File: src/rtl/core/kpd_pkg.sv
// ----------------------------------------------------------------------------
// kpd_pkg: shared types and constants of the key press duration classifier
// Holds field widths, register indexes, reset values and event codes.
// ----------------------------------------------------------------------------
`default_nettype none

package kpd_pkg;

    // Field widths.
    localparam int unsigned SPEED_W   = 8;
    localparam int unsigned PRESS_W   = 14;
    localparam int unsigned RELEASE_W = 7;
    localparam int unsigned CFG_IDX_W = 3;
    localparam int unsigned CFG_DAT_W = 14;

    typedef logic [1:0] t_gear;
    typedef logic [1:0] t_mode;

    // Register indexes on the configuration channel.
    typedef enum logic [CFG_IDX_W-1:0] {
        CFG_SPEED_WINDOW = 3'd0,
        CFG_MIN_PRESS    = 3'd1,
        CFG_MIN_RELEASE  = 3'd2,
        CFG_LONG_PRESS   = 3'd3,
        CFG_HOLD_CAP     = 3'd4
    } t_cfg_idx;

    // Key event codes.
    typedef enum logic [1:0] {
        EV_NONE  = 2'd0,
        EV_SHORT = 2'd1,
        EV_LONG  = 2'd2
    } t_event;

    // Highest mode that still follows the speed signal; above it the gear is forced.
    localparam t_mode MODE_ALTERNATING = 2'd1;

    localparam t_gear GEAR_LOW  = 2'd0;
    localparam t_gear GEAR_HIGH = 2'd1;

    // Press ticks beyond which a press is considered real and the release count restarts.
    localparam logic [PRESS_W-1:0]   PRESS_DEBOUNCE = 14'd10;
    // Saturation value of the release counter.
    localparam logic [RELEASE_W-1:0] RELEASE_SAT    = 7'd100;

    // Register reset values.
    localparam logic [SPEED_W-1:0]   RST_SPEED_WINDOW = 8'd15;
    localparam logic [7:0]           RST_MIN_PRESS    = 8'd50;
    localparam logic [RELEASE_W-1:0] RST_MIN_RELEASE  = 7'd50;
    localparam logic [PRESS_W-1:0]   RST_LONG_PRESS   = 14'd2000;
    localparam logic [PRESS_W-1:0]   RST_HOLD_CAP     = 14'd10000;

endpackage

`default_nettype wire

File: src/rtl/core/key_press_duration_classifier.sv
// ----------------------------------------------------------------------------
// key_press_duration_classifier: speed gear selection and key press timing
// One beat per 1 ms tick; returns the held gear and a short or long key event.
// ----------------------------------------------------------------------------
// Usage:
// Each beat on the s_axis channel is one tick carrying the raw speed level,
// the raw (active low) temperature key level and the operating mode. For every
// input beat exactly one beat leaves on m_axis with the gear held after that
// tick and a key event (none, short or long press).
// The configuration channel (i_cfg_valid/o_cfg_ready, i_cfg_index, i_cfg_data)
// writes the five timing registers; o_cfg_ready is always high, and indexes
// beyond the register list are dropped. Write only while the block is idle.
// A beat lands in the input register, and from there the tick update runs
// through short compare and increment logic into the result register,
// which drives m_axis. One beat is taken every cycle as long as the result
// register drains; when the receiver stalls, the result holds, the input
// register fills, and then s_axis_tready drops until the receiver takes the
// waiting beat.
// Reset (synchronous, active low) clears both pipeline valids and all
// counters and loads the register defaults.
// ----------------------------------------------------------------------------
`default_nettype none

module key_press_duration_classifier (
    input  wire logic        i_clk,
    input  wire logic        i_rst_n,
    // Input ticks.
    input  wire logic        s_axis_tvalid,
    output logic             s_axis_tready,
    input  wire logic [7:0]  s_axis_tdata,   // [0] speed_level, [1] temp_level, [3:2] mode
    // Results.
    output logic             m_axis_tvalid,
    input  wire logic        m_axis_tready,
    output logic [7:0]       m_axis_tdata,   // [1:0] target_gear, [3:2] key_event
    // Configuration writes.
    input  wire logic        i_cfg_valid,
    output logic             o_cfg_ready,
    input  wire logic [kpd_pkg::CFG_IDX_W-1:0] i_cfg_index,
    input  wire logic [kpd_pkg::CFG_DAT_W-1:0] i_cfg_data
);

    // Timing registers.
    logic [kpd_pkg::SPEED_W-1:0]   r_speed_window;
    logic [7:0]                    r_min_press;
    logic [kpd_pkg::RELEASE_W-1:0] r_min_release;
    logic [kpd_pkg::PRESS_W-1:0]   r_long_press;
    logic [kpd_pkg::PRESS_W-1:0]   r_hold_cap;

    // Input register.
    logic                r_in_valid;
    logic                r_in_speed;
    logic                r_in_temp;
    kpd_pkg::t_mode      r_in_mode;

    // Tick state.
    logic [kpd_pkg::SPEED_W-1:0]   r_speed_count, n_speed_count;
    logic                          r_last_speed,  n_last_speed;
    kpd_pkg::t_gear                r_gear,        n_gear;
    logic [kpd_pkg::PRESS_W-1:0]   r_press_count, n_press_count;
    logic [kpd_pkg::RELEASE_W-1:0] r_release_count, n_release_count;
    kpd_pkg::t_event               n_event;

    // Result register.
    logic                r_out_valid;
    kpd_pkg::t_gear      r_out_gear;
    kpd_pkg::t_event     r_out_event;

    logic w_advance;
    logic w_in_take;
    logic [kpd_pkg::PRESS_W-1:0] w_min_press_ext;

    assign o_cfg_ready = 1'b1;

    // The input register moves into the result register whenever that one is
    // empty or being drained this cycle.
    assign w_advance     = r_in_valid && (!r_out_valid || m_axis_tready);
    assign s_axis_tready = !r_in_valid || w_advance;
    assign w_in_take     = s_axis_tvalid && s_axis_tready;

    assign m_axis_tvalid = r_out_valid;
    assign m_axis_tdata  = {4'b0000, r_out_event, r_out_gear};

    assign w_min_press_ext = {{(kpd_pkg::PRESS_W - 8){1'b0}}, r_min_press};

    // Configuration writes.
    always_ff @(posedge i_clk) begin
        if (!i_rst_n) begin
            r_speed_window <= kpd_pkg::RST_SPEED_WINDOW;
            r_min_press    <= kpd_pkg::RST_MIN_PRESS;
            r_min_release  <= kpd_pkg::RST_MIN_RELEASE;
            r_long_press   <= kpd_pkg::RST_LONG_PRESS;
            r_hold_cap     <= kpd_pkg::RST_HOLD_CAP;
        end else if (i_cfg_valid && o_cfg_ready) begin
            unique case (i_cfg_index)
                kpd_pkg::CFG_SPEED_WINDOW: r_speed_window <= i_cfg_data[kpd_pkg::SPEED_W-1:0];
                kpd_pkg::CFG_MIN_PRESS:    r_min_press    <= i_cfg_data[7:0];
                kpd_pkg::CFG_MIN_RELEASE:  r_min_release  <= i_cfg_data[kpd_pkg::RELEASE_W-1:0];
                kpd_pkg::CFG_LONG_PRESS:   r_long_press   <= i_cfg_data;
                kpd_pkg::CFG_HOLD_CAP:     r_hold_cap     <= i_cfg_data;
                default: ;
            endcase
        end
    end

    // One tick of the speed and key logic.
    always_comb begin
        n_speed_count   = r_speed_count;
        n_last_speed    = r_last_speed;
        n_gear          = r_gear;
        n_press_count   = r_press_count;
        n_release_count = r_release_count;
        n_event         = kpd_pkg::EV_NONE;

        // Speed gear: the window counter saturates at the window and drops
        // the gear to low; a rising edge inside the window picks high gear.
        if (r_in_mode <= kpd_pkg::MODE_ALTERNATING) begin
            if (r_speed_count < r_speed_window) begin
                n_speed_count = r_speed_count + 1'b1;
            end else begin
                n_speed_count = r_speed_window;
                n_gear        = kpd_pkg::GEAR_LOW;
            end
            if (r_in_speed && !r_last_speed) begin
                if (n_speed_count < r_speed_window) begin
                    n_gear = kpd_pkg::GEAR_HIGH;
                end
                n_speed_count = '0;
            end
            n_last_speed = r_in_speed;
        end else begin
            n_gear = r_in_mode;
        end

        // Temperature key, pressed when low.
        if (!r_in_temp) begin
            if (r_press_count < r_hold_cap) begin
                n_press_count = r_press_count + 1'b1;
            end else begin
                n_press_count = r_hold_cap;
            end
            if (n_press_count > kpd_pkg::PRESS_DEBOUNCE) begin
                n_release_count = '0;
            end
        end else begin
            if (r_release_count < kpd_pkg::RELEASE_SAT) begin
                n_release_count = r_release_count + 1'b1;
            end
            if (n_release_count > r_min_release) begin
                if (r_press_count > w_min_press_ext && r_press_count < r_long_press) begin
                    n_event       = kpd_pkg::EV_SHORT;
                    n_press_count = '0;
                end else if (r_press_count >= r_long_press && r_press_count <= r_hold_cap) begin
                    n_event       = kpd_pkg::EV_LONG;
                    n_press_count = '0;
                end else if (r_press_count < w_min_press_ext) begin
                    n_press_count = '0;
                end
            end
        end
    end

    // Pipeline valids and tick state.
    always_ff @(posedge i_clk) begin
        if (!i_rst_n) begin
            r_in_valid      <= 1'b0;
            r_out_valid     <= 1'b0;
            r_speed_count   <= '0;
            r_last_speed    <= 1'b0;
            r_gear          <= kpd_pkg::GEAR_LOW;
            r_press_count   <= '0;
            r_release_count <= '0;
        end else begin
            if (w_in_take) begin
                r_in_valid <= 1'b1;
            end else if (w_advance) begin
                r_in_valid <= 1'b0;
            end

            if (w_advance) begin
                r_out_valid     <= 1'b1;
                r_speed_count   <= n_speed_count;
                r_last_speed    <= n_last_speed;
                r_gear          <= n_gear;
                r_press_count   <= n_press_count;
                r_release_count <= n_release_count;
            end else if (m_axis_tready) begin
                r_out_valid <= 1'b0;
            end
        end
    end

    // Payload registers.
    always_ff @(posedge i_clk) begin
        if (w_in_take) begin
            r_in_speed <= s_axis_tdata[0];
            r_in_temp  <= s_axis_tdata[1];
            r_in_mode  <= s_axis_tdata[3:2];
        end
        if (w_advance) begin
            r_out_gear  <= n_gear;
            r_out_event <= n_event;
        end
    end

`ifndef SYNTHESIS
    // The release counter never runs past its saturation value.
    a_release_sat: assert property (@(posedge i_clk) disable iff (!i_rst_n)
        r_release_count <= kpd_pkg::RELEASE_SAT)
        else $error("release counter above saturation");

    // A forced mode shows up as the gear of the very result it produced.
    a_forced_gear: assert property (@(posedge i_clk) disable iff (!i_rst_n)
        (w_advance && (r_in_mode > kpd_pkg::MODE_ALTERNATING))
        |=> (r_out_gear == $past(r_in_mode)))
        else $error("forced mode not reflected in gear");

    // Any classified press clears the press counter.
    a_event_clears: assert property (@(posedge i_clk) disable iff (!i_rst_n)
        (w_advance && (n_event != kpd_pkg::EV_NONE)) |=> (r_press_count == '0))
        else $error("press counter not cleared after event");

    // The result register is only refilled from a valid input register.
    a_out_source: assert property (@(posedge i_clk) disable iff (!i_rst_n)
        (!r_out_valid && !r_in_valid) |=> !r_out_valid)
        else $error("result appeared without an input beat");
`endif

endmodule

`default_nettype wire

File: config.mk
export PLATFORM = sky130hd
export DESIGN_NAME = key_press_duration_classifier
export DESIGN_NICKNAME = d
export VERILOG_FILES = /design/src/rtl/core/kpd_pkg.sv /design/src/rtl/core/key_press_duration_classifier.sv
export SDC_FILE = /design/constraint.sdc
export NUM_CORES = 1
export LEC_CHECK = 0
export BUFFER_PORTS_ARGS = -buffer_cell sky130_fd_sc_hd__buf_4
export CORE_MARGIN = 4
export CORE_UTILIZATION = 50
export CTS_BUF_LIST = sky130_fd_sc_hd__clkbuf_4
export CTS_CLUSTER_DIAMETER = 150
export DETAILED_ROUTE_END_ITERATION = 7
export MAX_ROUTING_LAYER = met4
export PLACE_DENSITY = 0.71
export RECOVER_POWER = 25
export SETUP_SLACK_MARGIN = 0.3
export SLEW_MARGIN = 30
export SYNTH_ARGS = -nofsm -noshare
export SYNTH_HDL_FRONTEND = slang
export SYNTH_SLANG_ARGS = --single-unit
File: constraint.sdc
create_clock -name i_clk -period 5.65 [get_ports i_clk]
set_input_delay 0.2825 -clock i_clk [delete_from_list [all_inputs] [get_ports i_clk]]
set_output_delay 0.2825 -clock i_clk [all_outputs]
set_load 0.03 [all_outputs]
* Word-level counts from Yosys, hierarchy flattened
Index checks and enable logic that the tools add are counted.
** Word-level totals
- Register bits after elaboration :: 93
- Input port bits :: 30
- Output and inout bits :: 11
- Word-level logic and storage cells :: 89
** Operators by class
- Add/sub/neg operators :: 3
- Magnitude comparators :: 12
- Equality and inequality tests :: 6
- Muxes and demuxes :: 24
- Bitwise gates (word level) :: 2
- Reductions and logical operators :: 24
** Operator list (number)
- $mux W14 :: 7
- $lt A14 B14 Y1 :: 2
- $mux W7 :: 4
- $mux W8 :: 3
- $lt A8 B8 Y1 :: 2
- $reduce_and A2 Y1 :: 8
- $add A14 B1 Y14 const B :: 1
- $ge A14 B14 Y1 :: 1
- $gt A14 B4 Y1 const B :: 1
- $gt A14 B8 Y1 :: 1
- $le A14 B14 Y1 :: 1
- $lt A14 B8 Y1 :: 1
- $mux W2 :: 5
- $add A8 B1 Y8 const B :: 1
- $add A7 B1 Y7 const B :: 1
- $gt A7 B7 Y1 :: 1
- $lt A7 B7 Y1 const B :: 1
- $eq A3 B2 Y1 const B :: 2
- $reduce_bool A2 Y1 :: 3
- $logic_and A1 B1 Y1 :: 5
- $mux W1 :: 5
- $ne A4 B1 Y1 const B :: 1
- $eq A3 B1 Y1 const B :: 1
- $eq A3 B3 Y1 const B :: 1
- 8 further kinds :: 12

* Logic depth before layout (Yosys ltp)
Gate-level depths: netlist (run 1).
- Depth after elaboration :: 7
- Mapped depth :: 16
- Mapped depth without buffers :: 15

* Worst setup path after synthesis (run 1)
Ideal clock, no wire load.
- Path kind :: register -> register
- Start :: reg r_speed_window[5] in the netlist's numbering
- End :: reg r_gear[0]
- Library setup time :: 0.070 ns
- Data arrival time :: 3.059 ns
- Required time :: 5.580 ns
- Setup slack :: 2.521 ns
- Stages on the path, launching flop included :: 17
- Path buffers :: 1
- Period minus slack after synthesis :: 3.129 ns
- Path through :: dfxtp_1 > inv_1 > ha_1 > a21o_1 > a21o_1 > a21oi_1 > o21a_1 > buf_2 > mux2i_1 > ha_1 > a21o_1 > a211oi_1 > and3_1 > o221ai_1 > a21oi_1 > nand2_1 > a21oi_1
** Between the ends
- Longest elaborated chain between the ends :: 7
- Elaborated cells on any way between the ends :: 8
- Those cells by class :: order compare: 2; mux: 6
** Ends and longest elaborated chain
- from (decl) :: RTL line key_press_duration_classifier.sv:43 : logic [kpd_pkg::SPEED_W-1:0] r_speed_window;
- from (signal assigned) :: RTL line key_press_duration_classifier.sv:88 : r_speed_window <= kpd_pkg::RST_SPEED_WINDOW;
- from (signal assigned) :: RTL line key_press_duration_classifier.sv:95 : kpd_pkg::CFG_SPEED_WINDOW: r_speed_window <= i_cfg_data[kpd_pkg::SPEED_W-1:0];
- $lt A8 B8 Y1 :: RTL line key_press_duration_classifier.sv:117 : if (r_speed_count < r_speed_window) begin
- $mux W8 :: RTL line key_press_duration_classifier.sv:117
- $mux W8 :: RTL line key_press_duration_classifier.sv:116 : if (r_in_mode <= kpd_pkg::MODE_ALTERNATING) begin
- $lt A8 B8 Y1 :: RTL line key_press_duration_classifier.sv:124 : if (n_speed_count < r_speed_window) begin
- $mux W2 :: RTL line key_press_duration_classifier.sv:124
- $mux W2 (*) :: RTL line key_press_duration_classifier.sv:123 : if (r_in_speed && !r_last_speed) begin
- $mux W2 (*) :: RTL line key_press_duration_classifier.sv:116
- named net n_gear[0] :: RTL line key_press_duration_classifier.sv:58 : kpd_pkg::t_gear r_gear, n_gear;
- to (signal assigned) :: RTL line key_press_duration_classifier.sv:169 : r_gear <= kpd_pkg::GEAR_LOW;
- to (signal assigned) :: RTL line key_press_duration_classifier.sv:183 : r_gear <= n_gear;
- to (decl) :: RTL line key_press_duration_classifier.sv:58
The timed path passes the listed nets; every way through them passes the cells marked *. The select of a mux whose other input is x is not followed.
A chain may end at the register's enable or synchronous reset.

* Worst setup path after layout (run 1)
Ends and elaborated chain as after synthesis.

==> flow_metrics.py, run 1 <==
metrics = {
    "status": {
        "status": "finished with violations",
        "violations": "max-capacitance violations, max-slew violations",
    },
    "sta": {
        "min_period_ns": 3.78,
        "post-route-period-util": 0.669,
        "worst_slew_pin_slew_ns": 1.55,
        "final-max-slew-violation-count": 40,
        "slew_headroom": -0.0351,
        "fin_skew_ns": 0.0178,
        "fmax_mhz": 265,
        "setup_tns_ns": 0,
        "setup_viol": 0,
        "rsz0062_at_grt": "false",
        "hold_viol": 0,
    },
    "layout": {
        "nNetsFinal": 823,
        "drive_gt1_frac": 0.0814,
        "utilization": 0.559,
        "area_growth_pct": 7.71,
        "antenna_cells": 0,
    },
    "critical_path": {
        "endpoint": "r_gear[0]",
        "cp.arrival_ns": 4.15,
        "reg2reg_from": "r_speed_window[5]",
        "r2r_cells": 15,
        "path_max_fanout": 10,
        "critPathMaxStageDelay_ns": 0.49,
        "crit_path_end_kind": "register",
        "worst-path-stages": 15,
        "crit_required_ns": 6.02,
        "crit_chain": "inv_1 > ha_1 > a21o_1 > a21o_1 > a21oi_1 > o21a_1 > mux2i_1 > ha_1 > a21o_1 > a211oi_1 > and3_1 > o221ai_1 > a21oi_1 > nand2_1 > a21oi_1",
        "reg2reg_to": "r_gear[0]",
        "cp_top_family": "compound AO/OA/AOI/OAI gates",
        "startpoint": "r_speed_window[5]",
        "worstSetupStartpointType": "register",
        "critical_path_class": "register to register",
        "slowest_stage": "o21a_1",
        "cp.buffers_inverters": 1,
        "r2r_slack_ns": 1.87,
    },
    "synth": {
        "synth_xor_area_frac": 0.0183,
        "synth-simple-area-share": 0.210,
        "syn-cell-area_mm2": 0.00573,
        "synth.top_cells.by_count": "nand2_1, dfxtp_1, a21oi_1",
        "synth_compound_area_frac": 0.208,
        "synth_area_leader_cell": "dfxtp_1",
        "synth-seq-area-share": 0.339,
        "syn_inst": 721,
        "avgSynthCellArea_um2": 7.95,
        "synth_top_family_by_area": "simple AND/OR/NAND/NOR gates",
        "synth.distinct_cells": 58,
        "yosys_warnings": 0,
        "synth.top_cell.area_share": 0.297,
        "synth_flop_cell": "dfxtp_1",
        "async_flop_share": 0,
        "post-synth-top-count-cell": "nand2_1",
        "synth_fa_ha_area_frac": 0.131,
        "synth_seq_cells": 93,
        "synth_enable_flop_cells": 8,
        "synth.area.top_cells": "dfxtp_1, ha_1, nand2_1, a21oi_1, edfxtp_1",
        "muxShareOfSynthArea": 0.0216,
    },
    "drt": {
        "wl_met1_um": 6260,
        "postRouteAntennaNets": 0,
        "wl_met3_um": 500,
        "routed.top_layer": "met4",
        "vias_per_cell": 5.81,
        "drtIter0Drc": 390,
        "num_vias": 5093,
        "wl_um": 14600,
        "wire_per_inst_um": 16.6,
        "drt_pass1_iterations": 4,
        "drc_errors": 0,
        "wl_met2_um": 7380,
    },
    "placed_design": {
        "hpwl_um": 10600,
        "gp_congestion": 0.908,
        "io_buffers": 31,
    },
    "pwr": {
        "powerDensity_mw_per_mm2": 204,
        "power_mw": 1.26,
        "ir_worst_vdd_v": 0.000187,
        "p_leak_nw": 2.61,
    },
    "global_routing": {
        "grt_pass1_vias": 5046,
        "grt_pass1_wl_um": 24200,
        "grt_start_max_net_pins": 46,
        "grt_usage": 0.236,
        "overflow": 0,
        "grt_antenna_before_repair": 0,
    },
    "die": {
        "core_area_mm2": 0.0110,
        "boundaryPins": 41,
        "die_h_um": 115,
        "num_rows": 38,
        "die_w_um": 115,
        "initial_core_util": 0.519,
        "die_area_mm2": 0.0132,
    },
    "clock_tree": {
        "cts_root_buffer": "clkbuf_4",
        "cts_made_buffers": 9,
        "cts_tree": "built",
        "clock-sinks": 93,
        "cts_setup_buffers": 0,
        "clk_latency_ns": 0.45,
        "cts.htree.levels": 3,
        "max-clock-path-buffers": 2,
        "clk_pin_slew_ns": 0.15,
    },
    "min_path": {
        "hold_path_class": "input pin to register",
    },
    "flow_run": {
        "drv_cap": 2,
    },
}
## where the power goes
group          switching, mW  internal (mW)  leakage (nW)
logic                 0.0753         0.0428          1.75
clock network          0.228          0.219        0.0935
registers             0.0128          0.681         0.766
total                  0.317          0.943          2.61
## sequential cells by signal, indices dropped and copies added, names as in the netlist, 2 cells and up
signal,flops
r_gear,2
r_out_event,2
r_long_press,14
r_speed_window,8
r_min_press,8
r_press_count,14
r_hold_cap,14
r_out_gear,2
r_speed_count,8
r_min_release,7
r_in_mode,2
r_release_count,7
## cells by family after synthesis
logic type / after synthesis
simple gates: 260
compound gates: 185
buf+inv: 97
flops: 93
fa+ha+maj: 60
xor+xnor: 12
mux: 12
other cells: 2
## metrics by stage
stage,cells,hold slack (ns),setup WS (ns),area (um^2)
after floorplan,724,0.381,2.52,5740
after global placement,858,0.444,2.06,5970
after detailed placement,858,0.448,1.93,5970
after CTS,877,0.0164,1.89,6180
after global routing,877,0.0309,1.55,6170
final,877,0.0506,1.87,6170
## metal layers
layer / vias up / track usage
li1: 2548 / -
met1: 2409 / 0.265
met2: 99 / 0.418
met3: 37 / 0.0421
met4: 0 / 0.0829
met5: - / -
## how the worst min path moves through the flow
| stage | startpoint | end | slack (ns) | depth (start not counted) |
|---|---|---|---|---|
| finish | s_axis_tvalid | r_in_valid | 0.05 | 3 |
| global route | i_cfg_data[8] | r_long_press[8] | 0.03 | 3 |
| CTS | s_axis_tvalid | r_in_valid | 0.02 | 3 |
| detailed placement | r_speed_window[4] | r_speed_window[4] | 0.45 | 2 |
| global placement | r_long_press[3] | r_long_press[3] | 0.44 | 2 |
| floorplan | s_axis_tdata[2] | r_in_mode[0] | 0.38 | 0 |
## cell type report
class	count	area (um^2)
clock inverter	6	103
fill	1044	4860
clock buffer	9	67.6
inverter	59	221
timing repair buffer	36	269
multi-input combinational	534	3390
tap	140	175
sequential	93	1940
## worst min-delay path: stages
cell	delay (ns)
buf_4	0.08
a21oi_1	0.03
nor2_1	0.07
## cell usage in the layout, fill, tap and decap left out, types with 5 or more instances in the layout
master and count:
nor3_1 6, and3_1 7, nand4_1 14, o211ai_1 23
nand2b_1 10, xor2_1 6, o22ai_1 5, nand3_1 30
a21o_1 10, buf_4 25, xnor2_1 6, a211oi_2 6
nor4_1 5, nor2_1 41, a31oi_1 6, edfxtp_1 8
o21ai_0 31, nand2_1 123, conb_1 5, a21oi_1 65
a22oi_1 9, mux2i_1 9, dfxtp_1 85, nor2b_1 9
clkbuf_4 13, inv_1 59, ha_1 60, a211oi_1 7
## what timing repair did
item	4_1_cts	5_1_grt
hold buffers	4	0
hold endpoints to repair	4	0
resized for setup	0	0
Note: power is estimated with default switching activity, not from simulation.
==> run 2: changes to the inputs <==
--- a/config.mk
+++ b/config.mk
@@ -5,6 +5,7 @@
 export SDC_FILE = /design/constraint.sdc
 export NUM_CORES = 1
 export LEC_CHECK = 0
+export ABC_AREA = 1
 export BUFFER_PORTS_ARGS = -buffer_cell sky130_fd_sc_hd__buf_4
 export CORE_MARGIN = 4
 export CORE_UTILIZATION = 50
==> constraint.sdc (replaced) <==
create_clock -name i_clk -period 3.9 [get_ports i_clk]
set_input_delay 0.195 -clock i_clk [delete_from_list [all_inputs] [get_ports i_clk]]
set_output_delay 0.195 -clock i_clk [all_outputs]
set_load 0.03 [all_outputs]
==> run 2 against run 1 <==
The run now ends clean. Final cell count up 12%. Clock skew shrank 0.0025 ns. Routed wire length shrank 4.8%. Critical path depth rose by 2. Sequential power grew 46%. Setup slack got worse by 1.0 ns. Largest cell class unchanged. Fmax increased by 25%. Power grew 39%. Critical endpoint is now r_out_gear[1]. Synthesized area shrank 0.98%. Flip-flop and latch count unchanged. Clock-buffer cell count grew 1.
==> flow_metrics.py, run 2 <==
metrics = {
    "pwr": {
        "p_comb_frac": 0.119,
        "p_int_mw": 1.27,
        "p_sw_mw": 0.476,
        "powerDensity_mw_per_mm2": 279,
        "power_mw": 1.75,
        "p_leak_nw": 2.93,
        "swShare": 0.273,
        "p_clk_frac": 0.301,
        "ir_worst_vdd_v": 0.000217,
        "p_seq_frac": 0.580,
    },
    "critical_path": {
        "cp.arrival_ns": 3.25,
        "critPathMaxStageDelay_ns": 0.48,
        "slowest_stage": "dfxtp_1",
        "crit_chain": "ha_1 > nand2_1 > inv_1 > nand2_1 > nand2_1 > nand2_1 > nand2_1 > inv_1 > nand3_1 > o21ai_0 > ha_1 > inv_1 > nor2_1 > a2111oi_0 > nand2_1 > nand3_1 > nand2_1",
        "r2r_cells": 17,
        "worstSetupStartpointType": "register",
        "path_max_fanout": 11,
        "crit_required_ns": 4.12,
        "cpMostUsedCell": "nand2_1",
        "crit_path_end_kind": "register",
        "critical_path_class": "register to register",
    },
    "drt": {
        "wl_um": 13900,
        "postRouteAntennaNets": 0,
        "drc_errors": 0,
        "drtIter0Drc": 369,
        "vias_per_cell": 5.32,
        "num_vias": 5216,
        "drt_pass1_iterations": 5,
        "wire_per_inst_um": 14.1,
    },
    "synth": {
        "synth.distinct_cells": 36,
        "synth_seq_cells": 93,
        "synth.top_cell.area_share": 0.300,
        "synth_area_leader_cell": "dfxtp_1",
        "syn_inst": 799,
        "syn-cell-area_mm2": 0.00567,
        "avgSynthCellArea_um2": 7.10,
        "yosys_warnings": 0,
        "synth.area.top_cells": "dfxtp_1, ha_1, nand2_1, a21oi_1, inv_1",
        "synth-seq-area-share": 0.342,
        "async_flop_share": 0,
        "synth_flop_cell": "dfxtp_1",
        "synth_enable_flop_cells": 8,
        "synth.top_cells.by_count": "nand2_1, inv_1, a21oi_1",
        "post-synth-top-count-cell": "nand2_1",
    },
    "clock_tree": {
        "clk_latency_ns": 0.46,
        "max-clock-path-buffers": 2,
        "cts_root_buffer": "clkbuf_4",
        "cts_made_buffers": 9,
        "clk_pin_slew_ns": 0.15,
        "clock-sinks": 93,
        "cts_resized": 0,
        "cts_tree": "built",
        "cts.htree.levels": 3,
    },
    "sta": {
        "fin_skew_ns": 0.0153,
        "setup_tns_ns": 0,
        "min_period_ns": 3.03,
        "post-route-period-util": 0.777,
        "rsz0062_at_grt": "false",
        "final-max-slew-violation-count": 0,
        "setup_slack_ns": 0.871,
        "setup_viol": 0,
        "worst_slew_pin_slew_ns": 0.927,
        "hold_viol": 0,
        "slew_headroom": 0.377,
        "fmax_mhz": 330,
    },
    "die": {
        "die_h_um": 115,
        "core_area_mm2": 0.0110,
        "num_rows": 38,
        "die_w_um": 115,
        "die_area_mm2": 0.0131,
        "boundaryPins": 41,
        "initial_core_util": 0.517,
    },
    "status": {
        "status": "complete, no violations",
    },
    "layout": {
        "antenna_cells": 0,
        "reg_top3": "r_hold_cap: 14 flops, r_long_press: 14 flops, r_press_count: 14 flops",
        "area_growth_pct": 10.2,
        "final_cell_mix": "nand2_1, inv_1, a21oi_1, dfxtp_1, ha_1",
        "layout.cells.non_filler": 981,
        "utilization": 0.569,
        "nNetsFinal": 926,
        "drive_gt1_frac": 0.0678,
        "final_common_cell": "nand2_1",
    },
    "global_routing": {
        "grt_antenna_before_repair": 0,
        "grt_pass1_vias": 5024,
        "grt_pass1_wl_um": 23600,
        "grt_usage": 0.230,
        "overflow": 0,
        "grt_start_max_net_pins": 57,
    },
    "placed_design": {
        "place_ws_ns": 0.896,
        "io_buffers": 31,
        "place_inst": 948,
        "gp_congestion": 0.870,
        "hpwl_um": 10100,
    },
    "flow_run": {
        "drv_cap": 0,
    },
    "min_path": {
        "hold_depth": 3,
        "hold_path_class": "input pin to register",
    },
}
[run 2: cell types whose count changed after synthesis, sizes merged, moves of 10 or more]
cell,previous run,this run
a21oi,66,90
nand2,123,183
o21ai,31,61
nand2b,10,0
nor2,41,58
a211oi,13,0
inv,59,105
nand3,30,54
a21o,10,0
[run 2: worst max-delay path: cells and delay by family, from the launching register on]
family          cells  cell delay (ns)
simple gates       10             0.88
flops               1             0.48
fa+ha+maj           2             0.57
buf+inv             3             0.38
compound gates      2             0.48
[run 2: cell type report]
cell class | count | area, um^2
fillers | 1042 | 4730
multi-input cells | 576 | 3200
flip-flops and latches | 93 | 1940
inverters | 107 | 402
repair buffers | 49 | 399
well taps | 140 | 175
clock buffers | 10 | 75.1
clock inverters | 6 | 52.6
[run 2: timing repair]
action | 4_1_cts | 5_1_grt
hold endpoints to repair | 21 | 0
buffers inserted | 0 | 0
hold buffers | 17 | 0
[run 2: layer usage]
metal  share of wire  GRT usage
met2            0.49      0.390
met1            0.43      0.268
met5               0          -
met4           0.031     0.0926
met3           0.045     0.0428
[run 2: kinds of logic (layout without fill, tap and decap cells)]
group	after synthesis	count (layout)	synth area share
fa+ha+maj	60	60	0.132
flops	93	93	0.342
buf+inv	133	172	0.0948
simple gates	322	322	0.241
xor+xnor	15	15	0.0232
other cells	2	5	0.00132
compound gates	174	174	0.165
[run 2: power by group through the flow]
stage	sequential (mW)	clock [mW]	combinational, mW
floorplan	1.03	0	0.133
global placement	1.03	0	0.187
detailed placement	1.03	0	0.195
CTS	1.01	0.543	0.210
global route	1.02	0.580	0.238
finish	1.01	0.525	0.208
[run 2: worst paths after layout]
| path | startpoint | end | slack (ns) |
|---|---|---|---|
| hold / removal | i_cfg_data[11] | r_hold_cap[11] | 0.02 |
| hold reg to reg | r_long_press[13] | r_long_press[13] | 0.47 |
| setup / recovery | r_speed_count[3] | r_out_gear[1] | 0.87 |
| setup reg to reg | r_speed_count[3] | r_out_gear[1] | 0.87 |
[run 2: stage by stage]
stage               hold WS [ns]  instance area (um^2)
detailed placement         0.376                  5960
global placement           0.375                  5960
finish                    0.0219                  6250
CTS                      0.00341                  6260
global route              0.0268                  6250
floorplan                  0.294                  5680
==> run 3: changes to the inputs <==
--- a/config.mk
+++ b/config.mk
@@ -13,7 +13,7 @@
 export CTS_CLUSTER_DIAMETER = 150
 export DETAILED_ROUTE_END_ITERATION = 7
 export MAX_ROUTING_LAYER = met4
-export PLACE_DENSITY = 0.71
+export PLACE_DENSITY = 0.74
 export RECOVER_POWER = 25
 export SETUP_SLACK_MARGIN = 0.3
 export SLEW_MARGIN = 30
==> constraint.sdc (replaced) <==
create_clock -name i_clk -period 2.7 [get_ports i_clk]
set_input_delay 0.135 -clock i_clk [delete_from_list [all_inputs] [get_ports i_clk]]
set_output_delay 0.135 -clock i_clk [all_outputs]
set_load 0.03 [all_outputs]
==> run 3 against run 2 <==
Critical path depth up 5. First-iteration DRC count up 2.7%. Sequential share of layout area down 5.7 points. Flip-flop and latch count unchanged. Fmax up 20%. Power up 48%. Global-route usage up 2.7 points. Largest power group unchanged. Highest routed layer unchanged.
==> flow_metrics.py, run 3 (synthesis results as in run 2) <==
metrics = {
    "critical_path": {
        "crit_required_ns": 2.94,
        "cp.arrival_ns": 2.75,
        "path_max_fanout": 6,
        "r2r_slack_ns": 0.18,
        "slowest_stage": "dfxtp_1",
        "r2r_cells": 22,
        "worstSetupStartpointType": "register",
        "crit_chain": "inv_2 > ha_4 > nand2_2 > inv_2 > nand2_1 > nand2_1 > nand2_2 > nand2_4 > inv_6 > buf_6 > buf_4 > buf_4 > buf_4 > buf_4 > buf_4 > buf_6 > nand2_2 > nand2_2 > inv_2 > nand2_1 > nand2_2 > inv_1",
        "critPathMaxStageDelay_ns": 0.37,
        "critical_path_class": "register to register",
        "crit_path_end_kind": "register",
    },
    "global_routing": {
        "grt_start_max_net_pins": 56,
        "grt_antenna_before_repair": 1,
        "overflow": 0,
        "grt_pass1_vias": 5777,
        "grt_usage": 0.257,
        "grt_pass1_wl_um": 26300,
    },
    "status": {
        "status": "complete, no violations",
    },
    "sta": {
        "rsz0062_at_grt": "true",
        "min_period_ns": 2.52,
        "hold_viol": 0,
        "final-max-slew-violation-count": 0,
        "fmax_mhz": 398,
        "post-route-period-util": 0.932,
        "worst_slew_pin_slew_ns": 0.998,
        "setup_viol": 0,
        "fin_skew_ns": 0.0272,
        "slew_headroom": 0.331,
    },
    "layout": {
        "final.fill_count": 807,
        "final_cell_mix": "nand2_1, buf_4, inv_1, a21oi_1, dfxtp_1",
        "stdcell_area_mm2": 0.00793,
        "reg_top3": "r_hold_cap: 14 flops, r_long_press: 14 flops, r_press_count: 14 flops",
        "multi_input_area_mm2": 0.00410,
        "nNetsFinal": 1016,
        "layout.cells.non_filler": 1072,
        "final_common_cell": "nand2_1",
        "drive_gt1_frac": 0.369,
        "ff_latch_area_mm2": 0.00201,
        "area_growth_pct": 39.8,
    },
    "clock_tree": {
        "cts_root_buffer": "clkbuf_4",
        "clock-sinks": 93,
        "max-clock-path-buffers": 2,
        "clk_pin_slew_ns": 0.14,
        "cts_made_buffers": 9,
        "cts.htree.levels": 3,
        "clk_latency_ns": 0.46,
        "cts_tree": "built",
    },
    "min_path": {
        "hold_path_class": "input pin to register",
        "hold_depth": 4,
    },
    "pwr": {
        "ir_worst_vdd_v": 0.000312,
        "p_leak_nw": 3.50,
        "p_sw_mw": 0.768,
        "p_comb_frac": 0.166,
        "p_clk_frac": 0.267,
        "swShare": 0.298,
        "p_int_mw": 1.81,
        "power_mw": 2.58,
        "p_seq_frac": 0.566,
        "powerDensity_mw_per_mm2": 325,
    },
    "drt": {
        "drc_errors": 0,
        "wire_per_inst_um": 16.9,
        "num_vias": 6108,
        "drt_pass1_iterations": 7,
        "drtIter0Drc": 379,
        "vias_per_cell": 5.70,
        "postRouteAntennaNets": 0,
        "wl_um": 18100,
    },
    "die": {
        "num_rows": 38,
        "die_h_um": 115,
        "die_area_mm2": 0.0131,
        "die_w_um": 115,
        "initial_core_util": 0.517,
        "boundaryPins": 41,
        "core_area_mm2": 0.0110,
    },
    "placed_design": {
        "gp_congestion": 0.931,
        "dpl-instance-area_mm2": 0.00628,
        "io_buffers": 31,
        "place_inst": 984,
        "hpwl_um": 11000,
    },
    "flow_run": {
        "drv_cap": 0,
    },
}
[run 3: worst max-delay path, delay by kind of cell (launching register included)]
kind | cells | cell delay (ns)
buffers and inverters | 12 | 1.06
flip-flops | 1 | 0.37
adder cells (fa/ha/maj) | 1 | 0.26
AND/OR/NAND/NOR | 9 | 0.59
[run 3: path summary, 6_finish.rpt]
check,startpoint,end
setup / recovery,r_speed_window[2],r_out_gear[0]
hold / removal,i_cfg_index[1],r_min_press[5]
setup reg to reg,r_speed_window[2],r_out_gear[0]
hold reg to reg,r_long_press[13],r_long_press[13]
[run 3: metal layers]
layer / up-vias / wire length, um / track usage
met1: 2903 / 7020 / 0.279
met4: 0 / 697 / 0.112
met2: 238 / 9530 / 0.461
met5: - / 0 / -
li1: 2906 / - / -
met3: 61 / 874 / 0.0407
[run 3: power groups by stage]
stage,Combinational (mW),Clock (mW),Sequential [mW]
final,0.429,0.689,1.46
after global routing,0.468,0.755,1.47
after CTS,0.356,0.695,1.46
after detailed placement,0.304,0,1.49
after global placement,0.289,0,1.49
after floorplan,0.193,0,1.49
[run 3: final cells by class]
cell class | count | share of cell area
Antenna cell | 1 | 0.000316
Clock buffer | 11 | 0.0104
Clock inverter | 5 | 0.00347
Inverter | 107 | 0.0522
Multi-Input combinational cell | 577 | 0.517
Sequential cell | 93 | 0.254
Tap cell | 140 | 0.0221
Timing Repair Buffer | 138 | 0.140
[run 3: metrics by stage]
step	hold slack (ns)	setup TNS [ns]	utilization	setup WS, ns
floorplan	0.234	0	-	0.198
global placement	0.315	0	0.572	0.0563
detailed placement	0.314	-0.0261	0.572	-0.0261
CTS	0.0527	0	0.638	0.240
global route	0.188	0	0.722	0.0366
finish	0.142	0	0.722	0.185
[run 3: what timing repair did]
item	4_1_cts	5_1_grt
cloned	1	0
pin swaps	30	62
setup endpoints to repair	26	26
endpoints found under the hold margin	36	0
setup buffers	20	30
gates resized for setup	78	186
hold buffers	20	0
